`config.mk`:
```
export PLATFORM = sky130hd
export DESIGN_NAME = halo_strip_scatter_address_gen_flat
export DESIGN_NICKNAME = d
export VERILOG_FILES = /design/src/hdl/hssg_pkg.sv /design/src/hdl/hssg_in_if.sv /design/src/hdl/hssg_out_if.sv /design/src/hdl/hssg_cfg_if.sv /design/src/hdl/hssg_front.sv /design/src/hdl/hssg_fifo.sv /design/src/hdl/hssg_back.sv /design/src/hdl/halo_strip_scatter_address_gen.sv /design/src/flat_wrapper.sv
export VERILOG_INCLUDE_DIRS = /design/src /design/src/hdl
export SDC_FILE = /design/constraint.sdc
export NUM_CORES = 1
export LEC_CHECK = 0
export ABC_AREA = 0
export BUFFER_PORTS_ARGS = -buffer_cell sky130_fd_sc_hd__buf_2
export CAP_MARGIN = 20
export CELL_PAD_IN_SITES_DETAIL_PLACEMENT = 1
export CELL_PAD_IN_SITES_GLOBAL_PLACEMENT = 1
export CORE_UTILIZATION = 35
export CTS_BUF_LIST = sky130_fd_sc_hd__clkbuf_16
export DETAILED_ROUTE_END_ITERATION = 16
export GPL_ROUTABILITY_DRIVEN = 0
export PLACE_DENSITY = 0.65
export SLEW_MARGIN = 25
export SYNTH_ARGS = -nofsm -noshare
export SYNTH_HDL_FRONTEND = slang
export SYNTH_SLANG_ARGS = --single-unit
export TNS_END_PERCENT = 1
```
`constraint.sdc`:
```
create_clock -name clk_i -period 19.15 [get_ports clk_i]
set_clock_uncertainty 0.15 [all_clocks]
set_input_delay 5.745 -clock clk_i [delete_from_list [all_inputs] [get_ports clk_i]]
set_output_delay 5.745 -clock clk_i [all_outputs]
set_load 0.03 [all_outputs]
```
`src/hdl/assert_macros.svh`:
```
// ----------------------------------------------------------------------------
// Assertion macros
// Shared concurrent assertion wrappers for the RTL.
// ----------------------------------------------------------------------------
`ifndef ASSERT_MACROS_SVH
`define ASSERT_MACROS_SVH

// Generic form: explicit clock and active-low reset
`define ASSERT_CLK(lbl, clk, rst_n, prop, msg) \
  lbl: assert property (@(posedge clk) disable iff (!rst_n) (prop)) else $error(msg);

// Default form: clk_i and rst_ni of the enclosing module
`define ASSERT_STD(lbl, prop, msg) \
  `ASSERT_CLK(lbl, clk_i, rst_ni, prop, msg)

`endif

```
`src/hdl/hssg_pkg.sv`:
```
// ----------------------------------------------------------------------------
// hssg_pkg
// Types and constants shared by the halo strip scatter address generator.
// ----------------------------------------------------------------------------
package hssg_pkg;

  localparam int unsigned CfgIdxW    = 3;
  localparam int unsigned CfgDataW   = 32;
  localparam int unsigned QueueDepth = 2;

  typedef enum logic [CfgIdxW-1:0] {
    RegRowLength  = 3'd0,
    RegWindowBase = 3'd1,
    RegColStart   = 3'd2,
    RegColCount   = 3'd3,
    RegColLimit   = 3'd4,
    RegRowStart   = 3'd5,
    RegRowCount   = 3'd6,
    RegRowLimit   = 3'd7
  } hssg_reg_e;

  typedef struct packed {
    logic [15:0] row_length;
    logic [31:0] window_base;
    logic [16:0] col_start;
    logic [15:0] col_count;
    logic [15:0] col_limit;
    logic [16:0] row_start;
    logic [15:0] row_count;
    logic [15:0] row_limit;
  } hssg_cfg_t;

  // Queue entry, less the parameter-wide row base which travels beside it
  typedef struct packed {
    logic [15:0] level;
    logic [15:0] col_cnt;
    logic [63:0] sample;
  } hssg_item_t;

  typedef struct packed {
    logic full;
    logic empty;
  } hssg_q_stat_t;

endpackage

```
`src/hdl/hssg_in_if.sv`:
```
// ----------------------------------------------------------------------------
// hssg_in_if
// Sample input channel: one local data point per beat.
// ----------------------------------------------------------------------------
interface hssg_in_if;
  logic        valid;
  logic        ready;
  logic [63:0] sample_bits;
  logic        end_of_message;

  modport source (output valid, sample_bits, end_of_message, input ready);
  modport sink   (input valid, sample_bits, end_of_message, output ready);
endinterface

```
`src/hdl/hssg_out_if.sv`:
```
// ----------------------------------------------------------------------------
// hssg_out_if
// Result channel: one kept point with its level and global index per beat.
// ----------------------------------------------------------------------------
interface hssg_out_if;
  logic        valid;
  logic        ready;
  logic [15:0] level;
  logic [31:0] cell_index;
  logic [63:0] sample_out;

  modport source (output valid, level, cell_index, sample_out, input ready);
  modport sink   (input valid, level, cell_index, sample_out, output ready);
endinterface

```
`src/hdl/hssg_cfg_if.sv`:
```
// ----------------------------------------------------------------------------
// hssg_cfg_if
// Configuration write channel: register index and write data per beat.
// ----------------------------------------------------------------------------
interface hssg_cfg_if;
  logic                           valid;
  logic                           ready;
  logic [hssg_pkg::CfgIdxW-1:0]  index;
  logic [hssg_pkg::CfgDataW-1:0] data;

  modport source (output valid, index, data, input ready);
  modport sink   (input valid, index, data, output ready);
endinterface

```
`src/hdl/hssg_front.sv`:
```
// ----------------------------------------------------------------------------
// hssg_front
// Register file, window counters and halo classification; pushes kept beats.
// ----------------------------------------------------------------------------
module hssg_front #(
  parameter int unsigned INDEX_WIDTH = 32
) (
  input  logic                     clk_i,
  input  logic                     rst_ni,
  hssg_cfg_if.sink                 cfg_i,
  hssg_in_if.sink                  sample_i,
  input  hssg_pkg::hssg_q_stat_t   q_stat_i,
  output logic                     push_o,
  output hssg_pkg::hssg_item_t     item_o,
  output logic [INDEX_WIDTH-1:0]   row_base_o
);
  import hssg_pkg::*;

  hssg_cfg_t cfg_d, cfg_q;

  logic                   primed_d, primed_q;
  logic signed [17:0]     col_pos_d, col_pos_q, row_pos_d, row_pos_q;
  logic [15:0]            col_cnt_d, col_cnt_q, row_cnt_d, row_cnt_q;
  logic [15:0]            level_d, level_q;
  logic [INDEX_WIDTH-1:0] row_base_d, row_base_q;

  logic signed [17:0]     col_start_x, row_start_x, col_limit_x, row_limit_x;
  logic signed [17:0]     col_pos_cur, row_pos_cur;
  logic [15:0]            col_cnt_cur, row_cnt_cur, level_cur;
  logic [INDEX_WIDTH-1:0] row_base_cur, base_ext;
  logic signed [31:0]     window_base_s;
  logic [15:0]            ccount, rcount;
  logic                   col_wrap, row_wrap, keep, accept;

  // Configuration decode
  assign cfg_i.ready = 1'b1;

  always_comb begin
    cfg_d = cfg_q;
    if (cfg_i.valid) begin
      unique case (hssg_reg_e'(cfg_i.index))
        RegRowLength:  cfg_d.row_length  = cfg_i.data[15:0];
        RegWindowBase: cfg_d.window_base = cfg_i.data;
        RegColStart:   cfg_d.col_start   = cfg_i.data[16:0];
        RegColCount:   cfg_d.col_count   = cfg_i.data[15:0];
        RegColLimit:   cfg_d.col_limit   = cfg_i.data[15:0];
        RegRowStart:   cfg_d.row_start   = cfg_i.data[16:0];
        RegRowCount:   cfg_d.row_count   = cfg_i.data[15:0];
        RegRowLimit:   cfg_d.row_limit   = cfg_i.data[15:0];
      endcase
    end
  end

  always_ff @(posedge clk_i or negedge rst_ni) begin
    if (!rst_ni) begin
      cfg_q <= '{row_length: 16'd1, window_base: 32'd0, col_start: 17'd0,
                 col_count: 16'd1, col_limit: 16'd0, row_start: 17'd0,
                 row_count: 16'd1, row_limit: 16'd0};
    end else begin
      cfg_q <= cfg_d;
    end
  end

  // Widened views of the registers
  assign col_start_x   = {cfg_q.col_start[16], cfg_q.col_start};
  assign row_start_x   = {cfg_q.row_start[16], cfg_q.row_start};
  assign col_limit_x   = {2'b00, cfg_q.col_limit};
  assign row_limit_x   = {2'b00, cfg_q.row_limit};
  assign window_base_s = cfg_q.window_base;
  assign base_ext      = INDEX_WIDTH'(window_base_s);
  assign ccount        = (cfg_q.col_count == 16'd0) ? 16'd1 : cfg_q.col_count;
  assign rcount        = (cfg_q.row_count == 16'd0) ? 16'd1 : cfg_q.row_count;

  // First beat of a message sees freshly loaded counters
  assign col_pos_cur  = primed_q ? col_pos_q  : col_start_x;
  assign row_pos_cur  = primed_q ? row_pos_q  : row_start_x;
  assign col_cnt_cur  = primed_q ? col_cnt_q  : 16'd0;
  assign row_cnt_cur  = primed_q ? row_cnt_q  : 16'd0;
  assign level_cur    = primed_q ? level_q    : 16'd0;
  assign row_base_cur = primed_q ? row_base_q : base_ext;

  assign keep = !col_pos_cur[17] && (col_pos_cur < col_limit_x) &&
                !row_pos_cur[17] && (row_pos_cur < row_limit_x);

  assign col_wrap = ({1'b0, col_cnt_cur} + 17'd1) >= {1'b0, ccount};
  assign row_wrap = ({1'b0, row_cnt_cur} + 17'd1) >= {1'b0, rcount};

  assign sample_i.ready = !q_stat_i.full;
  assign accept         = sample_i.valid && sample_i.ready;

  always_comb begin
    primed_d   = primed_q;
    col_pos_d  = col_pos_q;
    row_pos_d  = row_pos_q;
    col_cnt_d  = col_cnt_q;
    row_cnt_d  = row_cnt_q;
    level_d    = level_q;
    row_base_d = row_base_q;
    if (accept) begin
      primed_d   = !sample_i.end_of_message;
      col_pos_d  = col_pos_cur + 18'sd1;
      col_cnt_d  = col_cnt_cur + 16'd1;
      row_pos_d  = row_pos_cur;
      row_cnt_d  = row_cnt_cur;
      level_d    = level_cur;
      row_base_d = row_base_cur;
      if (col_wrap) begin
        col_pos_d = col_start_x;
        col_cnt_d = 16'd0;
        if (row_wrap) begin
          // next level: rewind to window origin
          row_pos_d  = row_start_x;
          row_cnt_d  = 16'd0;
          row_base_d = base_ext;
          level_d    = level_cur + 16'd1;
        end else begin
          row_pos_d  = row_pos_cur + 18'sd1;
          row_cnt_d  = row_cnt_cur + 16'd1;
          row_base_d = row_base_cur + INDEX_WIDTH'(cfg_q.row_length);
        end
      end
    end
  end

  always_ff @(posedge clk_i or negedge rst_ni) begin
    if (!rst_ni) begin
      primed_q   <= 1'b0;
      col_pos_q  <= '0;
      row_pos_q  <= '0;
      col_cnt_q  <= '0;
      row_cnt_q  <= '0;
      level_q    <= '0;
      row_base_q <= '0;
    end else begin
      primed_q   <= primed_d;
      col_pos_q  <= col_pos_d;
      row_pos_q  <= row_pos_d;
      col_cnt_q  <= col_cnt_d;
      row_cnt_q  <= row_cnt_d;
      level_q    <= level_d;
      row_base_q <= row_base_d;
    end
  end

  // Halo beats are taken but dropped here
  assign push_o     = accept && keep;
  assign item_o     = '{level: level_cur, col_cnt: col_cnt_cur, sample: sample_i.sample_bits};
  assign row_base_o = row_base_cur;

endmodule

```
`src/hdl/hssg_fifo.sv`:
```
// ----------------------------------------------------------------------------
// hssg_fifo
// Short register queue between the front and back halves.
// ----------------------------------------------------------------------------
module hssg_fifo #(
  parameter int unsigned Width = 8,
  parameter int unsigned Depth = 2
) (
  input  logic                   clk_i,
  input  logic                   rst_ni,
  input  logic                   push_i,
  input  logic [Width-1:0]       data_i,
  input  logic                   pop_i,
  output logic [Width-1:0]       data_o,
  output hssg_pkg::hssg_q_stat_t stat_o
);
  import hssg_pkg::*;

  localparam int unsigned PtrW = (Depth > 1) ? $clog2(Depth) : 1;
  localparam int unsigned CntW = $clog2(Depth + 1);

  logic [Width-1:0] mem_q [Depth];
  logic [PtrW-1:0]  wr_ptr_d, wr_ptr_q, rd_ptr_d, rd_ptr_q;
  logic [CntW-1:0]  count_d, count_q;
  logic             do_push, do_pop;

  assign stat_o.full  = (count_q == CntW'(Depth));
  assign stat_o.empty = (count_q == '0);
  assign do_push      = push_i && !stat_o.full;
  assign do_pop       = pop_i && !stat_o.empty;
  assign data_o       = mem_q[rd_ptr_q];

  always_comb begin
    wr_ptr_d = wr_ptr_q;
    rd_ptr_d = rd_ptr_q;
    count_d  = count_q;
    if (do_push) begin
      wr_ptr_d = (wr_ptr_q == PtrW'(Depth - 1)) ? '0 : wr_ptr_q + 1'b1;
    end
    if (do_pop) begin
      rd_ptr_d = (rd_ptr_q == PtrW'(Depth - 1)) ? '0 : rd_ptr_q + 1'b1;
    end
    if (do_push && !do_pop) begin
      count_d = count_q + 1'b1;
    end else if (do_pop && !do_push) begin
      count_d = count_q - 1'b1;
    end
  end

  always_ff @(posedge clk_i or negedge rst_ni) begin
    if (!rst_ni) begin
      wr_ptr_q <= '0;
      rd_ptr_q <= '0;
      count_q  <= '0;
    end else begin
      wr_ptr_q <= wr_ptr_d;
      rd_ptr_q <= rd_ptr_d;
      count_q  <= count_d;
    end
  end

  always_ff @(posedge clk_i) begin
    if (do_push) begin
      mem_q[wr_ptr_q] <= data_i;
    end
  end

endmodule

```
`src/hdl/hssg_back.sv`:
```
// ----------------------------------------------------------------------------
// hssg_back
// Forms the global cell index and holds the result in an output register.
// ----------------------------------------------------------------------------
module hssg_back #(
  parameter int unsigned INDEX_WIDTH = 32
) (
  input  logic                   clk_i,
  input  logic                   rst_ni,
  input  hssg_pkg::hssg_q_stat_t q_stat_i,
  input  hssg_pkg::hssg_item_t   item_i,
  input  logic [INDEX_WIDTH-1:0] row_base_i,
  output logic                   pop_o,
  hssg_out_if.source             result_o
);
  import hssg_pkg::*;

  localparam int unsigned ExtW = (INDEX_WIDTH > 32) ? INDEX_WIDTH : 32;

  logic [INDEX_WIDTH-1:0] cell_sum;
  logic [ExtW-1:0]        cell_ext;
  logic                   valid_d, valid_q;
  logic [15:0]            level_q;
  logic [31:0]            cell_q;
  logic [63:0]            sample_q;

  // Index wraps at the index width, then is zero-extended or cut to the port width
  assign cell_sum = row_base_i + INDEX_WIDTH'(item_i.col_cnt);
  assign cell_ext = ExtW'(cell_sum);

  // Advance when the output register is empty or being drained
  assign pop_o = !q_stat_i.empty && (!valid_q || result_o.ready);

  always_comb begin
    valid_d = valid_q;
    if (pop_o) begin
      valid_d = 1'b1;
    end else if (result_o.ready) begin
      valid_d = 1'b0;
    end
  end

  always_ff @(posedge clk_i or negedge rst_ni) begin
    if (!rst_ni) begin
      valid_q <= 1'b0;
    end else begin
      valid_q <= valid_d;
    end
  end

  always_ff @(posedge clk_i) begin
    if (pop_o) begin
      level_q  <= item_i.level;
      cell_q   <= cell_ext[31:0];
      sample_q <= item_i.sample;
    end
  end

  assign result_o.valid      = valid_q;
  assign result_o.level      = level_q;
  assign result_o.cell_index = cell_q;
  assign result_o.sample_out = sample_q;

endmodule

```
`src/hdl/halo_strip_scatter_address_gen.sv`:
```
// ----------------------------------------------------------------------------
// halo_strip_scatter_address_gen
// Scatters a halo-padded data window into global field indices.
// ----------------------------------------------------------------------------
// Usage:
//   sample_i takes one data word per beat, row-major over the window with
//   columns fastest, then rows, then levels; end_of_message marks the last
//   beat, after which the counters reload from the registers.
//   result_o gives one beat per interior point: level, global cell index
//   and the unchanged word. Halo points are accepted and dropped.
//   cfg_i writes register <index> with <data>; it is always ready. Write
//   only between messages, once all results have been taken.
// Timing:
//   One input beat per cycle while the queue is not full. A kept point is
//   written into the queue and then into the output register before it
//   appears on result_o.
// Reset:
//   Registers return to their defaults, queue and output register empty.
// Stall:
//   A two-entry queue and the output register absorb a stalled receiver;
//   sample_i.ready drops only when the queue is full.
// ----------------------------------------------------------------------------
`include "assert_macros.svh"

module halo_strip_scatter_address_gen #(
  parameter int unsigned INDEX_WIDTH = 32
) (
  input  logic        clk_i,
  input  logic        rst_ni,
  hssg_cfg_if.sink    cfg_i,
  hssg_in_if.sink     sample_i,
  hssg_out_if.source  result_o
);
  import hssg_pkg::*;

  localparam int unsigned EntryW = $bits(hssg_item_t) + INDEX_WIDTH;

  hssg_q_stat_t           q_stat;
  hssg_item_t             item_in, item_out;
  logic [INDEX_WIDTH-1:0] row_base_in, row_base_out;
  logic [EntryW-1:0]      entry_in, entry_out;
  logic                   push, pop;

  hssg_front #(
    .INDEX_WIDTH (INDEX_WIDTH)
  ) u_front (
    .clk_i      (clk_i),
    .rst_ni     (rst_ni),
    .cfg_i      (cfg_i),
    .sample_i   (sample_i),
    .q_stat_i   (q_stat),
    .push_o     (push),
    .item_o     (item_in),
    .row_base_o (row_base_in)
  );

  assign entry_in = {item_in, row_base_in};

  hssg_fifo #(
    .Width (EntryW),
    .Depth (QueueDepth)
  ) u_fifo (
    .clk_i  (clk_i),
    .rst_ni (rst_ni),
    .push_i (push),
    .data_i (entry_in),
    .pop_i  (pop),
    .data_o (entry_out),
    .stat_o (q_stat)
  );

  assign item_out     = entry_out[EntryW-1:INDEX_WIDTH];
  assign row_base_out = entry_out[INDEX_WIDTH-1:0];

  hssg_back #(
    .INDEX_WIDTH (INDEX_WIDTH)
  ) u_back (
    .clk_i      (clk_i),
    .rst_ni     (rst_ni),
    .q_stat_i   (q_stat),
    .item_i     (item_out),
    .row_base_i (row_base_out),
    .pop_o      (pop),
    .result_o   (result_o)
  );

  `ASSERT_STD(a_push_fills_queue, push |=> !q_stat.empty, "pushed beat missing from queue")
  `ASSERT_STD(a_no_push_when_full, q_stat.full |-> !push, "push into full queue")
  `ASSERT_STD(a_result_from_pop, $rose(result_o.valid) |-> $past(pop), "result without dequeue")

endmodule
```
`src/flat_wrapper.sv`:
```
// flat-port wrapper written by rule: the top's interface ports become plain ports
module halo_strip_scatter_address_gen_flat import hssg_pkg::*;
#(
  parameter int unsigned INDEX_WIDTH = 32
)
  (clk_i, rst_ni, cfg_i_valid, cfg_i_index, cfg_i_data, cfg_i_ready, sample_i_valid, sample_i_sample_bits, sample_i_end_of_message, sample_i_ready, result_o_valid, result_o_level, result_o_cell_index, result_o_sample_out, result_o_ready);
  hssg_cfg_if cfg_i_i ();
  hssg_in_if sample_i_i ();
  hssg_out_if result_o_i ();
  input  logic clk_i;
  input  logic rst_ni;
  input wire logic [$bits(cfg_i_i.valid)-1:0] cfg_i_valid;
  input wire logic [$bits(cfg_i_i.index)-1:0] cfg_i_index;
  input wire logic [$bits(cfg_i_i.data)-1:0] cfg_i_data;
  output wire logic [$bits(cfg_i_i.ready)-1:0] cfg_i_ready;
  input wire logic [$bits(sample_i_i.valid)-1:0] sample_i_valid;
  input wire logic [$bits(sample_i_i.sample_bits)-1:0] sample_i_sample_bits;
  input wire logic [$bits(sample_i_i.end_of_message)-1:0] sample_i_end_of_message;
  output wire logic [$bits(sample_i_i.ready)-1:0] sample_i_ready;
  output wire logic [$bits(result_o_i.valid)-1:0] result_o_valid;
  output wire logic [$bits(result_o_i.level)-1:0] result_o_level;
  output wire logic [$bits(result_o_i.cell_index)-1:0] result_o_cell_index;
  output wire logic [$bits(result_o_i.sample_out)-1:0] result_o_sample_out;
  input wire logic [$bits(result_o_i.ready)-1:0] result_o_ready;
  assign cfg_i_i.valid = cfg_i_valid;
  assign cfg_i_i.index = cfg_i_index;
  assign cfg_i_i.data = cfg_i_data;
  assign cfg_i_ready = cfg_i_i.ready;
  assign sample_i_i.valid = sample_i_valid;
  assign sample_i_i.sample_bits = sample_i_sample_bits;
  assign sample_i_i.end_of_message = sample_i_end_of_message;
  assign sample_i_ready = sample_i_i.ready;
  assign result_o_valid = result_o_i.valid;
  assign result_o_level = result_o_i.level;
  assign result_o_cell_index = result_o_i.cell_index;
  assign result_o_sample_out = result_o_i.sample_out;
  assign result_o_i.ready = result_o_ready;
  halo_strip_scatter_address_gen #(.INDEX_WIDTH(INDEX_WIDTH)) u_core (.clk_i(clk_i), .rst_ni(rst_ni), .cfg_i(cfg_i_i), .sample_i(sample_i_i), .result_o(result_o_i));
endmodule
```
; ---- Word-level counts from Yosys, hierarchy flattened
; Memories as Yosys holds them, arrays and structs flattened.
; Cells that the tools add are included.
; W data, S select, Z words.
[classes]
reduce_logical = 33
n_mux = 26
n_div = 0
n_eq_ne = 8
shifts = 0
n_bitwise = 0
n_addsub = 13
n_lt_le_gt_ge = 4
n_mul = 0
[op_table]
columns = cell, count
row1 = $mux W16, 10
row2 = $mux W32, 3
row3 = $mux W18, 5
row4 = $add A32 B16 Y32, 2
row5 = $add A16 B1 Y16 const B, 3
row6 = $add A18 B2 Y18 const B, 2
row7 = $lt A18 B17 Y1, 2
row8 = $add A16 B1 Y17 const B, 2
row9 = $ge A17 B16 Y1, 2
row10 = $logic_not A16 Y1, 2
row11 = $reduce_and A2 Y1, 8
row12 = $eq A3 B3 Y1 const B, 4
row13 = $logic_and A1 B1 Y1, 10
row14 = $logic_not A1 Y1, 8
row15 = $eq A3 B2 Y1 const B, 2
row16 = $mux W1, 6
row17 = $mux W2, 2
row18 = $reduce_bool A2 Y1, 2
row19 = $eq A3 B1 Y1 const B, 1
row20 = $logic_not A3 Y1, 1
row21 = $add A1 B1 Y1 const B, 2
row22 = $add A2 B1 Y2 const B, 1
row23 = $eq A2 B2 Y1 const B, 1
row24 = $logic_not A2 Y1, 1
row25 = 2 further kinds, 2
[word_totals]
romBits = 0
inputBits = 105
out_inout_bits = 115
reg_bits = 380
ram_bits = 256
mem_count = 1
latch_bits = 0
[mem_list]
columns = name, words, word_bits, read_ports, rd_ports_with_merged_regs, wr, line_no
row1 = u_core.u_fifo.mem_q, 2, 128, 1, 0, 1, hssg_fifo.sv:22  ; logic [Width-1:0] mem_q [Depth];

; ---- Longest topological paths before layout
[depth]
word_depth = 11
ltp_mapped = 27
ltp_nobuf = 17

; ---- Cells and area by module
; A second synthesis with hierarchy kept.
[unflattened]
hier_cells = 2501
hier_area_um2 = 31033.5
[modules_own_cells]
columns = module, cells_each, seq_area_each_um2, n_inst, area_per_inst_um2
row1 = hssg_front, 1798, 6585.1, 1, 16932.5
row2 = hssg_fifo, 417, 7787.5, 1, 9476.6
row3 = hssg_back, 286, 3388.2, 1, 4624.4

; ---- Worst setup path after synthesis
; Ideal clock, no wire load.
[synth_path]
path_kind = input-to-reg
from = in sample_i_valid
to = mem u_core.u_fifo.mem_q[1][0] (netlist name) (enable)
arrival_time_ns = 15.892
path_buffers = 1
setup_time_ns = 0.798
cell_stages = 6
slack_ns = 2.309
path_cell_list = and2_1 -> clkbuf_1 -> nand2_1 -> a2111oi_0 -> nand2_1 -> nor3b_1
[synth_between]
elab_chain_len = 5
[synth_rtl]
columns = item, line_no
row1 = start: declaration, flat_wrapper.sv:16  ; input wire logic [$bits(sample_i_i.valid)-1:0] sample_i_valid;
row2 = $logic_and A1 B1 Y1, hssg_front.sv:89  ; assign accept = sample_i.valid && sample_i.ready;
row3 = $logic_and A1 B1 Y1, hssg_front.sv:146  ; assign push_o = accept && keep;
row4 = $logic_and A1 B1 Y1, hssg_fifo.sv:29  ; assign do_push = push_i && !stat_o.full;
row5 = $mux W1, hssg_fifo.sv:63  ; if (do_push) begin
row6 = $mux W1 (implied by the code), hssg_fifo.sv:64  ; mem_q[wr_ptr_q] <= data_i;
row7 = end: declaration, hssg_fifo.sv:22
; No other way between the ends.

; ---- Worst setup path in the final report
[layout_path]
from = in sample_i_valid
to = mem u_core.u_fifo.mem_q[0][124] (netlist name) (enable)
; Same word-level chain as after synthesis.

==> flow_metrics.env <==
export IMPL_route_detailed_vias_per_inst=5.31
export IMPL_grt_antenna_before_repair=4
export IMPL_layout_area_overhead_vs_synth_pct=15.8
export IMPL_run_status="finished, final reports clean"
export IMPL_met2_length_microns=39800
export IMPL_unrepaired_setup_endpoints_after_global_routing="no"
export IMPL_antenna_violating_nets_post_route=0
export IMPL_hp_class="reg2reg"
export IMPL_critical_path_start_type="input port"
export IMPL_peakVddDrop_uv=79.2
export IMPL_syn_avg_cell_area_sq_um=12.3
export IMPL_synth_yosys_warnings=0
export IMPL_ys_flop_type="edfxtp_1"
export IMPL_post_drt_wl_per_cell_microns=20.7
export IMPL_crit_path_max_incr_delay_ns=0.88
export IMPL_wire_length_of_the_first_global_routing_pass_microns=126000
export IMPL_yosys_top_cells_count="edfxtp_1 (368), mux2_2 (283), dfrtp_1 (265)"
export IMPL_finalSetupViolations=0
export IMPL_yosysMostFrequentCell="edfxtp_1"
export IMPL_htree_num_levels=3
export IMPL_dr_total_vias=20670
export IMPL_power_density_nw_per_um2=144
export IMPL_total_power_mw=5.08
export IMPL_netlist_top_cells_area="edfxtp_1 (36%), dfrtp_1 (22%), mux2_2 (10%), ha_1 (4.1%), nand2_1 (2.4%)"
export IMPL_wl_met1_microns=35200
export IMPL_numPlacedInstances=3752
export IMPL_initial_cell_density_of_the_core_pct=35.5
export IMPL_drive_gt1_share_pct=24.5
export IMPL_worstSetupEndpointType="register"
export IMPL_fin_ws_ns=10.45
export IMPL_ys_seq_area_share_pct=58.5
export IMPL_die_height_microns=297
export IMPL_synth_largest_type_area_fraction_pct=36.4
export IMPL_timing_slew_headroom_pct=26.7
export IMPL_synth_largest_area_cell="edfxtp_1"
export IMPL_tritoncts_num_buffers=73
export IMPL_clk_path_buf_depth=3
export IMPL_layout_cells_non_filler=3890
export IMPL_grt_start_max_net_pins=76
export IMPL_gr_usage_all_layers_pct=18.4
export IMPL_synth_edff_count=368
export IMPL_numPortBuffers=218
export IMPL_leakage_nw=14.1
export IMPL_post_synth_num_cell_types=89
export IMPL_ctsResizeCount=0
export IMPL_hp_start="u_core.u_front.row_base_q[0]"
export IMPL_coreArea_sq_um=85500
export IMPL_number_of_synthesized_register_bits=636
export IMPL_design_area_sq_um=35200
export IMPL_dr_max_layer_used="met5"
export IMPL_synthesis_area_sq_um=30400
export IMPL_report_final_hold_viol_count=0
export IMPL_slowest_stage_cell_on_the_critical_path="buf_4"
export IMPL_routed_wirelength_microns=80700
export IMPL_placed_standard_cell_area_sq_um=32800
export IMPL_std_cell_rows=107
export IMPL_max_freq_ghz=0.115
export IMPL_drtIter0Drc=1034
export IMPL_routed_wl_met3_microns=3470
export IMPL_tritoncts_num_sinks=636
export IMPL_die_width_microns=297
export IMPL_first_pass_iters=5
export IMPL_cp_cell_sequence="buf_2, and2_2, nand2_1, a2111oi_0, nand2_1, nor3_2, buf_4, buf_4"
export IMPL_num_nets_final=2890
export IMPL_worst_slew_pin_slew_ns=1.10
export IMPL_die_ar_sq_um=88000
export IMPL_worstRegToRegCells=14
export IMPL_final_hpwl_from_detailed_placement_microns=54900
export IMPL_io_pins=220
export IMPL_critPathLaunch="sample_i_valid"
export IMPL_tns_ns=0
export IMPL_cts_root_buf="clkbuf_16"
export IMPL_timing_max_cap_violations=0
export IMPL_clkSlewWorstSetupHoldPaths_ns=0.06
export IMPL_place_worst_setup_slack_ns=9.78
export IMPL_synthArstFlopShare_pct=42.1
export IMPL_cts_repair_timing_setup_buffer_count=0
export IMPL_via_count_of_the_first_global_routing_pass=22519
export IMPL_criticalPathCategory="in2reg"
export IMPL_worstSkewPairLatency_ns=0.63
export IMPL_required_worst_endpoint_ns=19.24
export IMPL_cts_tree="done"
export IMPL_slew_violations=0
export IMPL_postSynthNetCount=2676
export IMPL_timing_reg2reg_setup_slack_ns=12.12
export IMPL_overflow=0
export IMPL_fin_crit_ns=8.70
export IMPL_post_route_period_util_pct=45.4
export IMPL_syn_inst=2469
export IMPL_worstPathArrival_ns=8.79
export IMPL_holdBufCountCts=0
export IMPL_hold_depth=2
export IMPL_worst_flop_to_flop_path_startpoint="u_core.u_front.primed_q"
export IMPL_drt_drc_violations_left=0
export IMPL_crit_path_max_fanout=73
==> final timing paths <==
check / end
max: u_core.u_fifo.mem_q[0][124]
min in group asynchronous: u_core.u_front.row_pos_q[14]
min reg2reg: u_core.u_front.row_base_q[0]
min: u_core.u_front.row_base_q[0]
max reg2reg: u_core.u_fifo.mem_q[0][124]
max in group asynchronous: u_core.u_fifo.rd_ptr_q
==> cell usage in the layout (no fill, tap or decap), drive strengths merged, types with 13 or more instances in the layout <==
cell type and instances:
dfrtp 265, xor2 26, ha 100, inv 128, a21oi 118, o211ai 13, buf 251, nor3 41
nand4 19, o21ai 149, a32o 13, and2 37, nor4 15, a211oi 17, nand2 195, mux2i 44
mux2 284, a31oi 19, clkbuf 75, and3 21, edfxtp 368, a21o 23, nand3 89, o31ai 19
nor2b 20, clkinv 35, nor2 125, xnor2 45
==> final cells by class <==
cell class / count / area (sq um)
tap: 1144 / 1430
inverter: 113 / 427
sequential: 636 / 17800
timing repair buffer: 251 / 1360
fill: 9012 / 50400
clock buffer: 75 / 1880
multi-input combinational: 1608 / 11800
antenna: 3 / 7.51
clock inverter: 60 / 544
==> logic make-up (layout without fill, tap and decap cells) <==
logic type      Yosys count  in the layout  share of synthesized area (%)
flops                   636            636                           58.5
simple gates            623            623                           10.2
xor+xnor                 71             71                           2.05
compound gates          483            483                           10.2
buf+inv                 225            499                           2.94
other cells               1              4                         0.0123
mux                     328            328                           12.0
fa+ha+maj               102            102                           4.25
==> worst max-delay path: cells and delay by family <==
kind | cells | cell delay, ns
buf+inv | 3 | 1.64
simple gates | 4 | 0.82
compound gates | 1 | 0.49
==> per-layer routing <==
layer  track usage [%]  up-vias
met4              6.03        4
li1                  -     9588
met1              23.0    10501
met3              3.40      133
met2              31.8      444
met5                 0        -
==> report_power, final <==
group | total [mW] | internal (mW) | switching (mW)
registers | 1.99 | 1.82 | 0.177
logic | 1.68 | 0.620 | 1.06
clock network | 1.41 | 0.815 | 0.591
total | 5.08 | 3.25 | 1.83
==> metrics by stage <==
step,hold WS [ns],util (%)
after floorplan,0.281,-
after global placement,0.292,38.3
after detailed placement,0.318,38.3
after CTS,0.331,41.1
after global routing,0.352,41.1
final,0.326,41.1
==> registers in the layout (all words and copies together) (netlist names) <==
name,flops
u_core.u_front.primed_q,1
u_core.u_front.row_pos_q,18
u_core.u_back.result_o.sample_out,64
u_core.u_front.col_cnt_q,16
u_core.u_front.row_cnt_q,16
u_core.u_fifo.wr_ptr_q,1
u_core.u_fifo.mem_q,256
u_core.u_front.cfg_q,114
u_core.u_back.result_o.cell_index,32
u_core.u_front.level_q,16
u_core.u_back.result_o.valid,1
u_core.u_front.base_ext,32
u_core.u_fifo.rd_ptr_q,1
u_core.u_front.col_pos_q,18
u_core.u_back.result_o.level,16
u_core.u_fifo.count_q,2
u_core.u_front.row_base_q,32
Power figures use the tool's default switching activity.
